### src/rtl/core/rtt_pkg.sv
// Shared types, constants and helpers for the radix text-to-integer parser.
// Used by rtt_front, rtt_fifo, rtt_back and radix_text_to_integer.
package rtt_pkg;

  localparam int unsigned AccWidth   = 64;
  localparam int unsigned RadixWidth = 6;
  localparam int unsigned DigitWidth = 6;

  localparam logic [RadixWidth-1:0] RadixMin   = 6'd2;
  localparam logic [RadixWidth-1:0] RadixMax   = 6'd36;
  localparam logic [RadixWidth-1:0] RadixReset = 6'd10;

  // Register index of the radix register in the configuration space.
  localparam logic RegRadix = 1'b0;

  localparam logic [7:0] ChrSpace = 8'h20;
  localparam logic [7:0] ChrLf    = 8'h0A;
  localparam logic [7:0] ChrCr    = 8'h0D;
  localparam logic [7:0] ChrTab   = 8'h09;
  localparam logic [7:0] ChrPlus  = 8'h2B;
  localparam logic [7:0] ChrMinus = 8'h2D;
  localparam logic [7:0] Chr0     = 8'h30;
  localparam logic [7:0] Chr9     = 8'h39;
  localparam logic [7:0] ChrUpA   = 8'h41;
  localparam logic [7:0] ChrUpZ   = 8'h5A;
  localparam logic [7:0] ChrLoA   = 8'h61;
  localparam logic [7:0] ChrLoZ   = 8'h7A;

  typedef enum logic [2:0] {
    CLS_NONE,
    CLS_BLANK,
    CLS_DIGIT,
    CLS_PLUS,
    CLS_MINUS,
    CLS_OTHER
  } char_cls_e;

  typedef enum logic [2:0] {
    PH_LEAD,
    PH_SIGN,
    PH_DIGITS,
    PH_TRAIL,
    PH_BAD
  } parse_phase_e;

  typedef struct packed {
    char_cls_e             cls;
    logic [DigitWidth-1:0] digit;
    logic                  last;
  } rtt_item_t;

  // Clamp the raw register value into 2..36.
  function automatic logic [RadixWidth-1:0] eff_radix(input logic [RadixWidth-1:0] raw);
    logic [RadixWidth-1:0] r;
    r = raw;
    if (raw < RadixMin) r = RadixMin;
    else if (raw > RadixMax) r = RadixMax;
    return r;
  endfunction

endpackage

### src/rtl/core/rtt_front.sv
// Front end: accepts characters and classifies them into items for the queue.
// Depends on rtt_pkg for the item type and character constants.
module rtt_front (
  input  logic [7:0]                   char_code_i,
  input  logic                         char_present_i,
  input  logic                         last_char_i,
  input  logic [rtt_pkg::RadixWidth-1:0] radix_i,
  output logic                         keep_o,
  output rtt_pkg::rtt_item_t           item_o
);

  logic [7:0] dig_raw;
  logic       is_alnum;

  always_comb begin
    is_alnum = 1'b1;
    dig_raw  = 8'd0;
    if (char_code_i >= rtt_pkg::Chr0 && char_code_i <= rtt_pkg::Chr9) begin
      dig_raw = char_code_i - rtt_pkg::Chr0;
    end else if (char_code_i >= rtt_pkg::ChrUpA && char_code_i <= rtt_pkg::ChrUpZ) begin
      dig_raw = char_code_i - rtt_pkg::ChrUpA + 8'd10;
    end else if (char_code_i >= rtt_pkg::ChrLoA && char_code_i <= rtt_pkg::ChrLoZ) begin
      dig_raw = char_code_i - rtt_pkg::ChrLoA + 8'd10;
    end else begin
      is_alnum = 1'b0;
    end
  end

  always_comb begin
    item_o.last  = last_char_i;
    item_o.digit = dig_raw[rtt_pkg::DigitWidth-1:0];
    if (!char_present_i) begin
      item_o.cls = rtt_pkg::CLS_NONE;
    end else if (char_code_i == rtt_pkg::ChrSpace || char_code_i == rtt_pkg::ChrLf ||
                 char_code_i == rtt_pkg::ChrCr || char_code_i == rtt_pkg::ChrTab) begin
      item_o.cls = rtt_pkg::CLS_BLANK;
    end else if (is_alnum && dig_raw[rtt_pkg::DigitWidth-1:0] < radix_i) begin
      item_o.cls = rtt_pkg::CLS_DIGIT;
    end else if (char_code_i == rtt_pkg::ChrPlus) begin
      item_o.cls = rtt_pkg::CLS_PLUS;
    end else if (char_code_i == rtt_pkg::ChrMinus) begin
      item_o.cls = rtt_pkg::CLS_MINUS;
    end else begin
      item_o.cls = rtt_pkg::CLS_OTHER;
    end
  end

  // Drop empty items that do not end a literal.
  assign keep_o = char_present_i | last_char_i;

endmodule

### src/rtl/core/rtt_fifo.sv
// Two-entry queue of classified items between front and back end.
// Depends on rtt_pkg for the item type.
module rtt_fifo (
  input  logic               clk_i,
  input  logic               rst_ni,
  input  logic               push_i,
  input  rtt_pkg::rtt_item_t push_item_i,
  output logic               full_o,
  input  logic               pop_i,
  output logic               valid_o,
  output rtt_pkg::rtt_item_t pop_item_o
);

  rtt_pkg::rtt_item_t mem_q [2];
  logic               wptr_q, wptr_d;
  logic               rptr_q, rptr_d;
  logic [1:0]         count_q, count_d;
  logic               do_push, do_pop;

  assign full_o     = (count_q == 2'd2);
  assign valid_o    = (count_q != 2'd0);
  assign pop_item_o = mem_q[rptr_q];
  assign do_push    = push_i & ~full_o;
  assign do_pop     = pop_i & valid_o;

  always_comb begin
    wptr_d  = do_push ? ~wptr_q : wptr_q;
    rptr_d  = do_pop ? ~rptr_q : rptr_q;
    count_d = count_q;
    if (do_push && !do_pop) count_d = count_q + 2'd1;
    else if (!do_push && do_pop) count_d = count_q - 2'd1;
  end

  always_ff @(posedge clk_i or negedge rst_ni) begin
    if (!rst_ni) begin
      wptr_q  <= 1'b0;
      rptr_q  <= 1'b0;
      count_q <= 2'd0;
    end else begin
      wptr_q  <= wptr_d;
      rptr_q  <= rptr_d;
      count_q <= count_d;
    end
  end

  always_ff @(posedge clk_i) begin
    if (do_push) mem_q[wptr_q] <= push_item_i;
  end

endmodule

### src/rtl/core/rtt_back.sv
// Back end: runs the parse phase machine and the multiply-add accumulator,
// and holds the finished result in an output register. Depends on rtt_pkg.
module rtt_back (
  input  logic                           clk_i,
  input  logic                           rst_ni,
  input  logic [rtt_pkg::RadixWidth-1:0] radix_i,
  input  logic                           valid_i,
  input  rtt_pkg::rtt_item_t             item_i,
  output logic                           pop_o,
  output logic                           out_valid_o,
  input  logic                           out_ready_i,
  output logic [rtt_pkg::AccWidth-1:0]   value_o,
  output logic                           status_o,
  output logic                           overflowed_o
);

  localparam int unsigned ProdWidth = rtt_pkg::AccWidth + rtt_pkg::RadixWidth + 1;

  rtt_pkg::parse_phase_e         phase_q, phase_d, phase_nx;
  logic                          neg_q, neg_d, neg_nx;
  logic [rtt_pkg::AccWidth-1:0]  mag_q, mag_d, mag_nx;
  logic                          ovf_q, ovf_d, ovf_nx;
  logic                          acc_en, sign_en;
  logic [ProdWidth-1:0]          prod;
  logic                          take;

  logic                          out_valid_q, out_valid_d;
  logic [rtt_pkg::AccWidth-1:0]  value_q, value_d;
  logic                          status_q, status_d;
  logic                          ovfo_q, ovfo_d;

  // Take an item unless it ends a literal and the output register is still held.
  assign take  = valid_i & (~item_i.last | ~out_valid_q | out_ready_i);
  assign pop_o = take;

  // Next phase
  always_comb begin
    phase_nx = phase_q;
    unique case (item_i.cls) inside
      rtt_pkg::CLS_NONE: phase_nx = phase_q;
      rtt_pkg::CLS_BLANK: begin
        unique case (phase_q) inside
          rtt_pkg::PH_LEAD: phase_nx = rtt_pkg::PH_LEAD;
          rtt_pkg::PH_DIGITS, rtt_pkg::PH_TRAIL: phase_nx = rtt_pkg::PH_TRAIL;
          default: phase_nx = rtt_pkg::PH_BAD;
        endcase
      end
      rtt_pkg::CLS_DIGIT: begin
        unique case (phase_q) inside
          rtt_pkg::PH_LEAD, rtt_pkg::PH_SIGN, rtt_pkg::PH_DIGITS:
            phase_nx = rtt_pkg::PH_DIGITS;
          default: phase_nx = rtt_pkg::PH_BAD;
        endcase
      end
      rtt_pkg::CLS_PLUS, rtt_pkg::CLS_MINUS: begin
        phase_nx = (phase_q == rtt_pkg::PH_LEAD) ? rtt_pkg::PH_SIGN : rtt_pkg::PH_BAD;
      end
      default: phase_nx = rtt_pkg::PH_BAD;
    endcase
  end

  // Datapath controls from the current phase
  always_comb begin
    acc_en  = 1'b0;
    sign_en = 1'b0;
    unique case (phase_q) inside
      rtt_pkg::PH_LEAD: begin
        acc_en  = (item_i.cls == rtt_pkg::CLS_DIGIT);
        sign_en = (item_i.cls == rtt_pkg::CLS_PLUS) || (item_i.cls == rtt_pkg::CLS_MINUS);
      end
      rtt_pkg::PH_SIGN, rtt_pkg::PH_DIGITS: acc_en = (item_i.cls == rtt_pkg::CLS_DIGIT);
      default: begin
        acc_en  = 1'b0;
        sign_en = 1'b0;
      end
    endcase
  end

  assign prod = {{(ProdWidth-rtt_pkg::AccWidth){1'b0}}, mag_q}
              * {{(ProdWidth-rtt_pkg::RadixWidth){1'b0}}, radix_i}
              + {{(ProdWidth-rtt_pkg::DigitWidth){1'b0}}, item_i.digit};

  always_comb begin
    neg_nx = sign_en ? (item_i.cls == rtt_pkg::CLS_MINUS) : neg_q;
    mag_nx = acc_en ? prod[rtt_pkg::AccWidth-1:0] : mag_q;
    ovf_nx = ovf_q | (acc_en & (|prod[ProdWidth-1:rtt_pkg::AccWidth]));
  end

  always_comb begin
    phase_d     = phase_q;
    neg_d       = neg_q;
    mag_d       = mag_q;
    ovf_d       = ovf_q;
    out_valid_d = out_valid_q & ~out_ready_i;
    value_d     = value_q;
    status_d    = status_q;
    ovfo_d      = ovfo_q;
    if (take) begin
      if (item_i.last) begin
        // Emit the result and clear the literal state.
        phase_d     = rtt_pkg::PH_LEAD;
        neg_d       = 1'b0;
        mag_d       = '0;
        ovf_d       = 1'b0;
        out_valid_d = 1'b1;
        if (phase_nx == rtt_pkg::PH_DIGITS || phase_nx == rtt_pkg::PH_TRAIL) begin
          value_d  = neg_nx ? (~mag_nx + 64'd1) : mag_nx;
          status_d = 1'b0;
          ovfo_d   = ovf_nx;
        end else begin
          value_d  = '0;
          status_d = 1'b1;
          ovfo_d   = 1'b0;
        end
      end else begin
        phase_d = phase_nx;
        neg_d   = neg_nx;
        mag_d   = mag_nx;
        ovf_d   = ovf_nx;
      end
    end
  end

  always_ff @(posedge clk_i or negedge rst_ni) begin
    if (!rst_ni) begin
      phase_q     <= rtt_pkg::PH_LEAD;
      neg_q       <= 1'b0;
      mag_q       <= '0;
      ovf_q       <= 1'b0;
      out_valid_q <= 1'b0;
    end else begin
      phase_q     <= phase_d;
      neg_q       <= neg_d;
      mag_q       <= mag_d;
      ovf_q       <= ovf_d;
      out_valid_q <= out_valid_d;
    end
  end

  always_ff @(posedge clk_i) begin
    value_q  <= value_d;
    status_q <= status_d;
    ovfo_q   <= ovfo_d;
  end

  assign out_valid_o  = out_valid_q;
  assign value_o      = value_q;
  assign status_o     = status_q;
  assign overflowed_o = ovfo_q;

endmodule

### src/rtl/core/radix_text_to_integer.sv
// Radix text-to-integer parser: one character per item in, one value per literal out.
// Uses rtt_pkg, rtt_front, rtt_fifo and rtt_back.
//
// Input stream: s_axis_tdata carries one byte of the literal, s_axis_tuser
// flags that the byte is present (clear for an empty end marker), and
// s_axis_tlast marks the final item of the literal. Items without a byte that
// are not last are dropped.
// Output stream: one item per literal, issued for the item that carries tlast.
// m_axis_tdata is the signed 64-bit value (wrapped); m_axis_tuser holds the
// status (set for an invalid literal, value then zero) and the overflow flag.
// APB register 0 (address 0) holds the radix; values below 2 act as 2 and
// above 36 act as 36. Reset value is 10. Write only while the block is idle.
// Throughput: one item per cycle while the output register is not held. The
// back end updates the accumulator with a combinational 64x6 multiply-add,
// which sets that rate. Result path: after its last item is accepted, a result
// passes through the two-entry queue and then the output register.
// Reset clears the queue, the parse state and the output valid flag; the radix
// returns to 10. When the receiver stalls, the result is held and characters
// keep flowing until the next last item waits at the head of the queue and one
// more item fills the queue; then s_axis_tready drops.
module radix_text_to_integer (
  input  logic        clk_i,
  input  logic        rst_ni,
  input  logic        s_axis_tvalid,
  output logic        s_axis_tready,
  input  logic [7:0]  s_axis_tdata,   // [7:0] char_code
  input  logic        s_axis_tuser,   // [0] char_present
  input  logic        s_axis_tlast,
  output logic        m_axis_tvalid,
  input  logic        m_axis_tready,
  output logic [63:0] m_axis_tdata,   // [63:0] value
  output logic [1:0]  m_axis_tuser,   // [0] status, [1] overflowed
  input  logic        psel,
  input  logic        penable,
  input  logic        pwrite,
  input  logic [2:0]  paddr,
  input  logic [31:0] pwdata,
  output logic [31:0] prdata,
  output logic        pready
);

  logic [rtt_pkg::RadixWidth-1:0] radix_q, radix_d;
  logic [rtt_pkg::RadixWidth-1:0] radix_eff;
  logic                           reg_wr;

  logic               keep;
  rtt_pkg::rtt_item_t front_item;
  rtt_pkg::rtt_item_t back_item;
  logic               q_full, q_valid, q_pop;
  logic               status, ovf;

  assign pready = 1'b1;
  assign reg_wr = psel & penable & pwrite & pready & (paddr[2] == rtt_pkg::RegRadix);
  assign radix_d = reg_wr ? pwdata[rtt_pkg::RadixWidth-1:0] : radix_q;
  assign prdata = (paddr[2] == rtt_pkg::RegRadix)
                ? {{(32-rtt_pkg::RadixWidth){1'b0}}, radix_q} : 32'd0;

  always_ff @(posedge clk_i or negedge rst_ni) begin
    if (!rst_ni) begin
      radix_q <= rtt_pkg::RadixReset;
    end else begin
      radix_q <= radix_d;
    end
  end

  assign radix_eff = rtt_pkg::eff_radix(radix_q);

  rtt_front u_front (
    .char_code_i    (s_axis_tdata),
    .char_present_i (s_axis_tuser),
    .last_char_i    (s_axis_tlast),
    .radix_i        (radix_eff),
    .keep_o         (keep),
    .item_o         (front_item)
  );

  assign s_axis_tready = ~q_full;

  rtt_fifo u_fifo (
    .clk_i       (clk_i),
    .rst_ni      (rst_ni),
    .push_i      (s_axis_tvalid & keep),
    .push_item_i (front_item),
    .full_o      (q_full),
    .pop_i       (q_pop),
    .valid_o     (q_valid),
    .pop_item_o  (back_item)
  );

  rtt_back u_back (
    .clk_i        (clk_i),
    .rst_ni       (rst_ni),
    .radix_i      (radix_eff),
    .valid_i      (q_valid),
    .item_i       (back_item),
    .pop_o        (q_pop),
    .out_valid_o  (m_axis_tvalid),
    .out_ready_i  (m_axis_tready),
    .value_o      (m_axis_tdata),
    .status_o     (status),
    .overflowed_o (ovf)
  );

  assign m_axis_tuser = {ovf, status};

endmodule
### config.mk
export PLATFORM = sky130hd
export DESIGN_NAME = radix_text_to_integer
export DESIGN_NICKNAME = d
export VERILOG_FILES = /design/src/rtl/core/rtt_pkg.sv /design/src/rtl/core/rtt_front.sv /design/src/rtl/core/rtt_fifo.sv /design/src/rtl/core/rtt_back.sv /design/src/rtl/core/radix_text_to_integer.sv
export SDC_FILE = /design/constraint.sdc
export NUM_CORES = 1
export LEC_CHECK = 0
export ABC_AREA = 1
export BUFFER_PORTS_ARGS = -buffer_cell sky130_fd_sc_hd__buf_2
export CAP_MARGIN = 20
export CORE_MARGIN = 2
export CORE_UTILIZATION = 41
export CTS_CLUSTER_SIZE = 8
export DETAILED_ROUTE_END_ITERATION = 10
export HOLD_SLACK_MARGIN = 0.06
export PLACE_DENSITY = 0.59
export RECOVER_POWER = 100
export SYNTH_ARGS = -nofsm -noshare
export SYNTH_HDL_FRONTEND = slang
export SYNTH_SLANG_ARGS = --single-unit
### constraint.sdc
create_clock -name clk_i -period 7.1 [get_ports clk_i]
set_input_delay 1.42 -clock clk_i [delete_from_list [all_inputs] [get_ports clk_i]]
set_output_delay 1.42 -clock clk_i [all_outputs]
set_load 0.02 [all_outputs]
; ---- After elaboration in Yosys (flattened, before gate mapping)
; Memories as Yosys holds them, arrays and structs flattened.
; Cells that the tools add are included.
; W data, S select, Z words.
[totals]
register_bits = 146
ramBits = 20
mem_count = 1
[memory_table]
columns = name, words, word_bits, rd, rd_clocked_by_memory_dff, write_ports, line
row1 = u_fifo.mem_q, 2, 10, 1, 0, 1, rtt_fifo.sv:14  ; rtt_pkg::rtt_item_t mem_q [2];
[op_classes]
magnitude_cmp = 9
mul = 1
add_sub_neg = 9
n_eq_ne = 16
bitwise = 21
mux = 34
n_reduce_logical = 22
[ops]
columns = op, n
row1 = $mux W64, 3
row2 = $add A70 B6 Y71, 1
row3 = $mul A64 B6 Y70, 1
row4 = $add A64 B1 Y64 const B, 1
row5 = $not A64 Y64, 1
row6 = $mux W6, 6
row7 = $eq A8 B4 Y1 const B, 3
row8 = $eq A8 B6 Y1 const B, 3
row9 = $mux W3, 7
row10 = $eq A3 B2 Y1 const B, 6
row11 = $ge A8 B7 Y1 const B, 2
row12 = $le A8 B7 Y1 const B, 2
row13 = $mux W1, 14
row14 = $add A6 B4 Y6 const B, 2
row15 = $pmux W3 S4, 1
row16 = $sub A6 B6 Y6 const B, 2
row17 = $and A1 B1 Y1, 9
row18 = $ge A8 B6 Y1 const B, 1
row19 = $le A8 B6 Y1 const B, 1
row20 = $not A1 Y1, 7
row21 = $reduce_or A7 Y1, 1
row22 = $eq A3 B1 Y1 const B, 2
row23 = $gt A6 B6 Y1 const B, 1
row24 = $logic_and A1 B1 Y1, 6
row25 = other kinds (17), 29

; ---- Depth between registers and ports, before layout
; Gate-level depths: netlist (run 1).
[logic_depth]
depth_word = 10
mapped_depth = 42
ltp_nobuf = 41

; ---- Cells and area by module
; Synthesis (run 1) repeated with hierarchy kept, for this count alone.
[hier_totals]
cells_unflattened = 4094
area_unflattened_um2 = 26666.8
[modules_own_cells]
columns = mod, instances, cells_per_inst, area_per_inst_um2
row1 = rtt_back, 1, 3790, 24275.8
row2 = rtt_fifo, 1, 84, 968.4
row3 = rtt_front, 1, 129, 763.2
row4 = radix_text_to_integer, 1, 91, 659.4

; ---- Least setup slack after synthesis (run 1)
; OpenSTA, ideal clock, no wires.
[synth_path]
kind = flip-flop to flip-flop
from = register radix_q[3] (netlist name)
to = register u_back.value_q, in the netlist u_back.value_o[58] (data pin)
setup_slack_ps = 943
stages_incl_launch_ff = 41
setup_time_ps = 255
t_arrival_ps = 5902
path_buffers = 1
cell_sequence = dfstp_2 > nor2_1 > inv_1 > nor2_1 > nor2_1 > inv_1 > a21oi_1 > inv_1 > nand2_1 > clkbuf_1 > inv_1 > nand2_1 > fa_1 > fa_1 > inv_1 > fa_1 > inv_1 > fa_1 > [5 not listed] > nand2_1 > nand2_1 > nand3_1 > nand2_1 > nand2_1 > nand2_1 > o21ai_1 > nand2_1 > nor2_8 > nand3_4 > nor2_8 > nand2_4 > nor2_2 > nand2_1 > nand2_2 > nand3_1 > nand2_1 > nor2_1
[synth_via]
elab_chain_cells = 9
word_cells_on_any_way = 10
[synth_rtl]
columns = element, line
row1 = start: declaration, radix_text_to_integer.sv:42  ; logic [rtt_pkg::RadixWidth-1:0] radix_q, radix_d;
row2 = start signal: assignment, radix_text_to_integer.sv:60  ; radix_q <= rtt_pkg::RadixReset;
row3 = start signal: assignment, radix_text_to_integer.sv:62  ; radix_q <= radix_d;
row4 = $gt A6 B6 Y1, rtt_pkg.sv:57  ; else if (raw > RadixMax) r = RadixMax;
row5 = $mux W6, rtt_pkg.sv:57
row6 = $mux W6 (*), rtt_pkg.sv:56  ; if (raw < RadixMin) r = RadixMin;
row7 = $mul A64 B6 Y70 (*), rtt_back.sv:80  ; * {{(ProdWidth-rtt_pkg::RadixWidth){1'b0}}, radix_i}
row8 = $add A70 B6 Y71 (*), rtt_back.sv:81  ; + {{(ProdWidth-rtt_pkg::DigitWidth){1'b0}}, item_i.digit};
row9 = $mux W64 (*), rtt_back.sv:85  ; mag_nx = acc_en ? prod[rtt_pkg::AccWidth-1:0] : mag_q;
row10 = $not A64 Y64, rtt_back.sv:107  ; value_d = neg_nx ? (~mag_nx + 64'd1) : mag_nx;
row11 = $add A64 B1 Y64, rtt_back.sv:107
row12 = $mux W64 (*), rtt_back.sv:107
row13 = end signal: assignment, rtt_back.sv:141  ; value_q <= value_d;
row14 = end: declaration, rtt_back.sv:28  ; logic [rtt_pkg::AccWidth-1:0] value_q, value_d;
; Every way passes the cells marked *; elsewhere a longest branch is shown, timed or not.
; A chain may end at the register's enable or synchronous reset.

; ---- Worst setup path in the final report (run 1)
[layout_path]
from = register radix_q[3] (netlist name)
to = register u_back.ovfo_q (netlist: u_back.overflowed_o) (data pin)
[layout_via]
elab_chain_cells = 8
word_cells_on_any_way = 9
[layout_rtl]
columns = element, line
row1 = $gt A6 B6 Y1, rtt_pkg.sv:57
row2 = $mux W6, rtt_pkg.sv:57
row3 = $mux W6 (*), rtt_pkg.sv:56
row4 = $mul A64 B6 Y70 (*), rtt_back.sv:80
row5 = $add A70 B6 Y71 (*), rtt_back.sv:81
row6 = $reduce_or A7 Y1 (*), rtt_back.sv:86  ; ovf_nx = ovf_q | (acc_en & (|prod[ProdWidth-1:rtt_pkg::AccWidth]));
row7 = $and A1 B1 Y1 (*), rtt_back.sv:86
row8 = $or A1 B1 Y1 (*), rtt_back.sv:86
row9 = end signal: assignment, rtt_back.sv:143  ; ovfo_q <= ovfo_d;
row10 = end: declaration, rtt_back.sv:30  ; logic ovfo_q, ovfo_d;
; Marked as above.

==> out/metrics.yaml, run 1 <==
worst_setup_path_start_kind: "flip-flop"
cts_hold_buffers: 0
htree_num_levels: 4
fin_ws_ns: 0.359
ys_seq_elements: 166
routed_wl_um: 79700
cap_violations: 4
cp_slowest_cell: "dfstp_2"
drc: 0
maxSlewHeadroom_pct: -172
finalCriticalPeriod_ns: 6.74
antenna_found_initial: 1
num_vias: 23300
diodes: 0
cpMostUsedCell: "nor2_1"
critPathMaxFanout: 23
fin_util_pct: 45.8
core_um2: 59100
overflow: 0
setup_viol: 0
synthCells: 3625
worst_ep_required_time_ns: 7.41
synth-seq-area-share_pct: 18.7
cts_buffers: 17
status: "complete, but fails checks"
grt_setup_unrepaired: "yes"
worst_pin_slew_ns: 4.08
power_density_nw_per_um2: 381
end_kind: "flip-flop"
vias_per_cell: 5.15
synth_area_um2: 24600
synthToLayoutAreaGrowth_pct: 10.1
p_leak_nw: 15.0
clk_path_buf_depth: 2
report.final.slew_viol_count: 221
cts-root-buf: "clkbuf_16"
ant_nets: 0
arrival_ns: 7.05
start_util_pct: 41.6
post_cts.repair.setup_buffers: 0
nNetsFinal: 4217
hp-class: "flip-flop to flip-flop"
drive_gt1_share_pct: 7.02
clkTransAtPathRegs_ns: 0.07
finalNonFillerCells: 4532
io_buffers: 97
wl_per_cell_um: 17.6
core.rowCount: 89
grt_first_pass_wirelength_um: 127000
synth_edf_count: 86
cts_tree: "yes"
postSynth.asyncResetShare_pct: 48.2
fin_setup_tns_ns: 0
dieWidth_um: 249
finClkSkew_ns: 0.0248
grt_pass1_vias: 22700
pin_count: 153
yosysWarnings: 0
hold_viol: 0
fmax_ghz: 0.148
violations: "capacitance limit, slew limit"
grt_max_degree: 69
clkLatencyLatePin_ns: 0.49
slowest_delay_ns: 0.56
dp.cells: 4498
dp_hpwl_um: 64300
crit_type: "flip-flop to flip-flop"
synthDistinctLibCells: 52
vdd_drop_max_v: 0.000270
clock_sinks: 166
drtIter0Drc: 1745
global_route.usage.total_pct: 26.2
gp_congestion: 1.00
die-area_um2: 61900
holdWs_ns: 0.511
syn_area_per_cell_um2: 6.78
first_pass_iters: 6
fp.dieH_um: 249
dpl_worst_slack_ns: 0.160
synth_ff_type: "edfxtp_1"
fin_crit_sh_pct: 94.9
[stage by stage]
step | area (um2) | power, W
4_1_cts | 26900 | 0.0101
3_5_place_dp | 26300 | 0.00912
5_1_grt | 27100 | 0.0113
3_3_place_gp | 26300 | 0.00908
2_1_floorplan | 24700 | 0.00671
6_report | 27100 | 0.0103
[layer usage]
layer | track usage, % | share of wire (%) | vias up
met5 | 0 | 0 | -
met4 | 7.15 | 2.8 | 0
met3 | 5.24 | 8.4 | 118
met2 | 39.9 | 43 | 840
met1 | 37.8 | 46 | 11100
li1 | - | - | 11300
[cells in the mapped netlist (3+ instances only)]
cell | number | area share, %
nand3_4 | 3 | 0.21
nor3_1 | 27 | 0.55
nor2_2 | 8 | 0.20
a21oi_1 | 116 | 2.4
buf_2 | 16 | 0.33
nand2_1 | 1138 | 17
o21ai_0 | 77 | 1.6
o211ai_1 | 4 | 0.12
nor4_1 | 3 | 0.076
nand2_4 | 5 | 0.23
o22ai_1 | 69 | 1.8
nand2_2 | 11 | 0.28
xnor2_1 | 5 | 0.18
nor2_1 | 533 | 8.1
edfxtp_1 | 86 | 11
nand3_1 | 155 | 3.2
nand4_1 | 32 | 0.81
dfrtp_1 | 78 | 7.9
buf_6 | 5 | 0.23
nor2_4 | 5 | 0.23
o21ai_2 | 6 | 0.21
o21bai_1 | 3 | 0.092
clkbuf_1 | 49 | 0.75
buf_1 | 13 | 0.20
o21a_1 | 4 | 0.12
ha_1 | 167 | 8.5
inv_2 | 5 | 0.076
o21ai_1 | 14 | 0.29
nand3b_1 | 10 | 0.31
inv_1 | 648 | 9.9
nand3_2 | 4 | 0.16
fa_1 | 252 | 21
and2_1 | 7 | 0.18
buf_4 | 32 | 0.98
xor2_1 | 10 | 0.36
[path summary, 6_finish.rpt]
path                            start                  end  slack, ns  cells past startpoint
setup / recovery           radix_q[3]  u_back.overflowed_o       0.36                     33
hold / removal             radix_q[3]           radix_q[3]       0.51                      2
setup reg to reg           radix_q[3]  u_back.overflowed_o       0.36                     33
hold reg to reg            radix_q[3]           radix_q[3]       0.51                      2
max in group asynchronous      rst_ni     u_back.mag_q[46]       1.55                      2
min in group asynchronous      rst_ni           radix_q[5]       1.72                      1
[kinds of logic after synthesis]
logic type               share of synthesized area [%]
AND/OR/NAND/NOR                                   32.2
buffers and inverters                             12.5
adder cells (fa/ha/maj)                           29.0
AO/OA/AOI/OAI                                     6.97
flip-flops                                        18.7
XOR/XNOR                                         0.535
other                                           0.0306
multiplexers                                    0.0815
[where the power goes]
part / leakage (nW) / internal (W) / switching, W / total [W]
registers: 1.89 / 0.00144 / 0.000175 / 0.00161
logic: 12.8 / 0.00246 / 0.00528 / 0.00774
clock network: 0.271 / 0.000464 / 0.000501 / 0.000966
total: 15.0 / 0.00436 / 0.00595 / 0.0103
[final cells by class]
cell class | instances | area, um2
clock inverter | 14 | 136
multi-input combinational | 2715 | 17300
clock buffer | 18 | 429
inverter | 653 | 2450
tap | 773 | 967
fill | 6180 | 32100
timing repair buffer | 193 | 1220
sequential | 166 | 4590
[flip-flops by register name (all words and copies together) (netlist names)]
register             cells
u_back.mag_q            64
u_back.value_o          64
u_fifo.mem_q            20
radix_q                  6
u_back.phase_q           3
u_fifo.count_q           2
u_back.neg_q             1
u_back.out_valid_o       1
u_back.overflowed_o      1
u_back.ovf_q             1
u_back.status_o          1
u_fifo.rptr_q            1
u_fifo.wptr_q            1
[critical path: cells and delay by family (launching register included)]
family                   cells  cell delay [ns]
buffers and inverters        9             1.16
AO/OA/AOI/OAI                8             1.49
flip-flops                   1             0.56
adder cells (fa/ha/maj)      5             2.22
AND/OR/NAND/NOR             11             1.11
[repair_timing]
item | 4_1_cts | 5_1_grt
gates resized for setup | 0 | 79
setup endpoints to repair | 0 | 45
endpoints found under the hold margin | 0 | 0
[layout by cell type, fill, tap and decap left out, types with 8 or more instances in the layout]
master     count
nand3b_1      10
nand2_1     1109
nor2_1       512
nand3_1      148
ha_1         161
clkbuf_1      82
nor3_1        25
clkbuf_16     18
nor2_4         8
o22ai_1       69
edfxtp_1      86
buf_4         82
o21ai_1       13
inv_1        647
xor2_1        10
nand4_1       32
o21ai_0       78
a21oi_1      113
conb_1        27
buf_2         19
dfrtp_1       77
nand2_2       36
nand3_2       10
nor2_2        26
fa_1         252
nand2_4        9
Power figures use the tool's default switching activity.
==> run 2: changes to the inputs <==
--- a/config.mk
+++ b/config.mk
@@ -8,7 +8,6 @@
 export ABC_AREA = 1
 export BUFFER_PORTS_ARGS = -buffer_cell sky130_fd_sc_hd__buf_2
 export CAP_MARGIN = 20
-export CORE_MARGIN = 2
 export CORE_UTILIZATION = 41
 export CTS_CLUSTER_SIZE = 8
 export DETAILED_ROUTE_END_ITERATION = 10
==> run 2 against run 1 <==
Against the previous run: sequential share of layout area fell by 0.090 points; maximum frequency fell by 0.15%; the run ends with DRC, capacitance limit, slew limit left; via count fell by 0.45%; core utilization rose by 0.24 points; global-route usage rose by 0.64 points; cell area rose by 0.53%; die area fell by 1.6%; largest cell class unchanged; cell count rose by 0.55%; sequential power barely moved.
==> out/metrics.yaml, run 2 (synthesis gave the netlist of run 1 again) <==
layout_common_cells: "1116 x nand2_1, 648 x inv_1, 520 x nor2_1, 252 x fa_1, 166 x ha_1"
clock_sinks: 166
nNetsFinal: 4242
placed_cell_area_um2: 26500
worst_ep_required_time_ns: 7.36
dp_hpwl_um: 64100
use_met2_pct: 40.2
grt_util_met1_pct: 38.5
violations: "DRC, capacitance limit, slew limit"
p_leak_nw: 15.1
worst_pin_slew_ns: 3.98
fp.dieH_um: 247
power_density_nw_per_um2: 385
crit_type: "flip-flop to flip-flop"
critPathMaxFanout: 29
drive_gt1_share_pct: 6.90
gp_congestion: 0.995
clkLatencyLatePin_ns: 0.51
end_kind: "flip-flop"
clk_path_buf_depth: 2
finalCriticalPeriod_ns: 6.75
antenna_found_initial: 0
cp_top_family: "simple AND/OR/NAND/NOR gates"
maxSlewHeadroom_pct: -165
crit_path_end: "u_back.value_o[54]"
grt.met3_usage_pct: 5.16
worst_setup_path_start_kind: "flip-flop"
setup_viol: 0
drc: 33
cts_buffers: 17
drtIter0Drc: 1908
grt_busiest_layer: "met2"
cp_slowest_cell: "dfstp_2"
ant_nets: 0
reg2regPathDepth: 35
die-area_um2: 60900
vdd_drop_max_v: 0.000232
worstSetupStartpoint: "radix_q[3]"
num_vias: 23200
cts-root-buf: "clkbuf_16"
path_buf_inv: 5
pin_count: 153
layout_commonest_cell: "nand2_1"
holdWs_ns: 0.512
synthToLayoutAreaGrowth_pct: 10.7
diodes: 0
core.rowCount: 89
grt_first_pass_wirelength_um: 124000
fmax_ghz: 0.148
report.final.slew_viol_count: 204
overflow: 0
core_um2: 59100
regToRegSetupSlack_ns: 0.35
grt_pass1_vias: 22200
start_util_pct: 41.6
status: "complete, but fails checks"
first_pass_iters: 9
cap_violations: 4
arrival_ns: 7.01
dieWidth_um: 247
grt_max_degree: 83
slowest_delay_ns: 0.56
hold_viol: 0
io_buffers: 97
cpMostUsedCell: "nand2_1"
cts_tree: "yes"
wl_per_cell_um: 17.4
whs_path_depth: 2
fin_crit_sh_pct: 95.1
design_area_um2: 27200
r2r-end: "u_back.value_o[54]"
vias_per_cell: 5.10
routed_wl_um: 79500
finClkSkew_ns: 0.0255
critical_path_cell_count: 35
htree_num_levels: 4
clkTransAtPathRegs_ns: 0.08
global_route.usage.total_pct: 26.9
timing.rr.start: "radix_q[3]"
hp-class: "flip-flop to flip-flop"
[run 2: cell count changes in the layout (fill, tap and decap cells not counted), moves of 3 or more]
cell	previous run	this run
clkinvlp_4	3	0
nand2_2	36	30
bufinv_16	0	3
nor2_2	26	16
nor2_1	512	520
buf_4	82	108
clkbuf_1	82	86
ha_2	6	1
ha_1	161	166
nand2_1	1109	1116
[run 2: power breakdown]
group          switching [W]  internal [W]
Clock               0.000485      0.000567
Sequential          0.000170       0.00145
Combinational        0.00530       0.00251
[run 2: worst min-delay path by stage]
stage / slack (ns) / start / endpoint
after global placement: 0.51 / radix_q[3] / radix_q[3]
after CTS: 0.52 / radix_q[3] / radix_q[3]
after detailed placement: 0.51 / radix_q[3] / radix_q[3]
after floorplan: 0.47 / radix_q[3] / radix_q[3]
final: 0.51 / radix_q[3] / radix_q[3]
after global routing: 0.53 / u_fifo.count_q[0] / u_fifo.count_q[0]
[run 2: final cells by class]
cell class              instances  area (um2)
fillers                      6260       31900
flip-flops and latches        166        4590
clock inverters                13         188
well taps                     773         967
inverters                     653        2450
multi-input cells            2715       17200
repair buffers                218        1380
clock buffers                  19         433
[run 2: metrics by stage]
stage	util [%]	setup slack, ns	setup TNS [ns]	power (W)	cells
CTS	45.8	0.212	0	0.0103	4547
floorplan	-	0.943	0	0.00671	3650
global placement	44.7	0.299	0	0.00918	4515
detailed placement	44.7	0.264	0	0.00921	4515
global route	46.0	-0.0583	-0.106	0.0114	4557
finish	46.0	0.349	0	0.0105	4557
[run 2: worst min-delay path, stage by stage (launching register included)]
cell and delay (ns):
dfstp_2 0.39, inv_1 0.07, a21oi_1 0.06
[run 2: repair_timing]
action | in CTS | in global routing
endpoints found under the setup margin | 0 | 44
setup buffers | 0 | 9
resized for setup | 0 | 57
hold buffers | 0 | 0
[run 2: layer usage]
| metal | routed length (um) | part of all wire (%) |
|---|---|---|
| met1 | 36600 | 46 |
| met2 | 33900 | 43 |
| met3 | 6670 | 8.4 |
| met4 | 2350 | 3.0 |
| met5 | 0 | 0 |
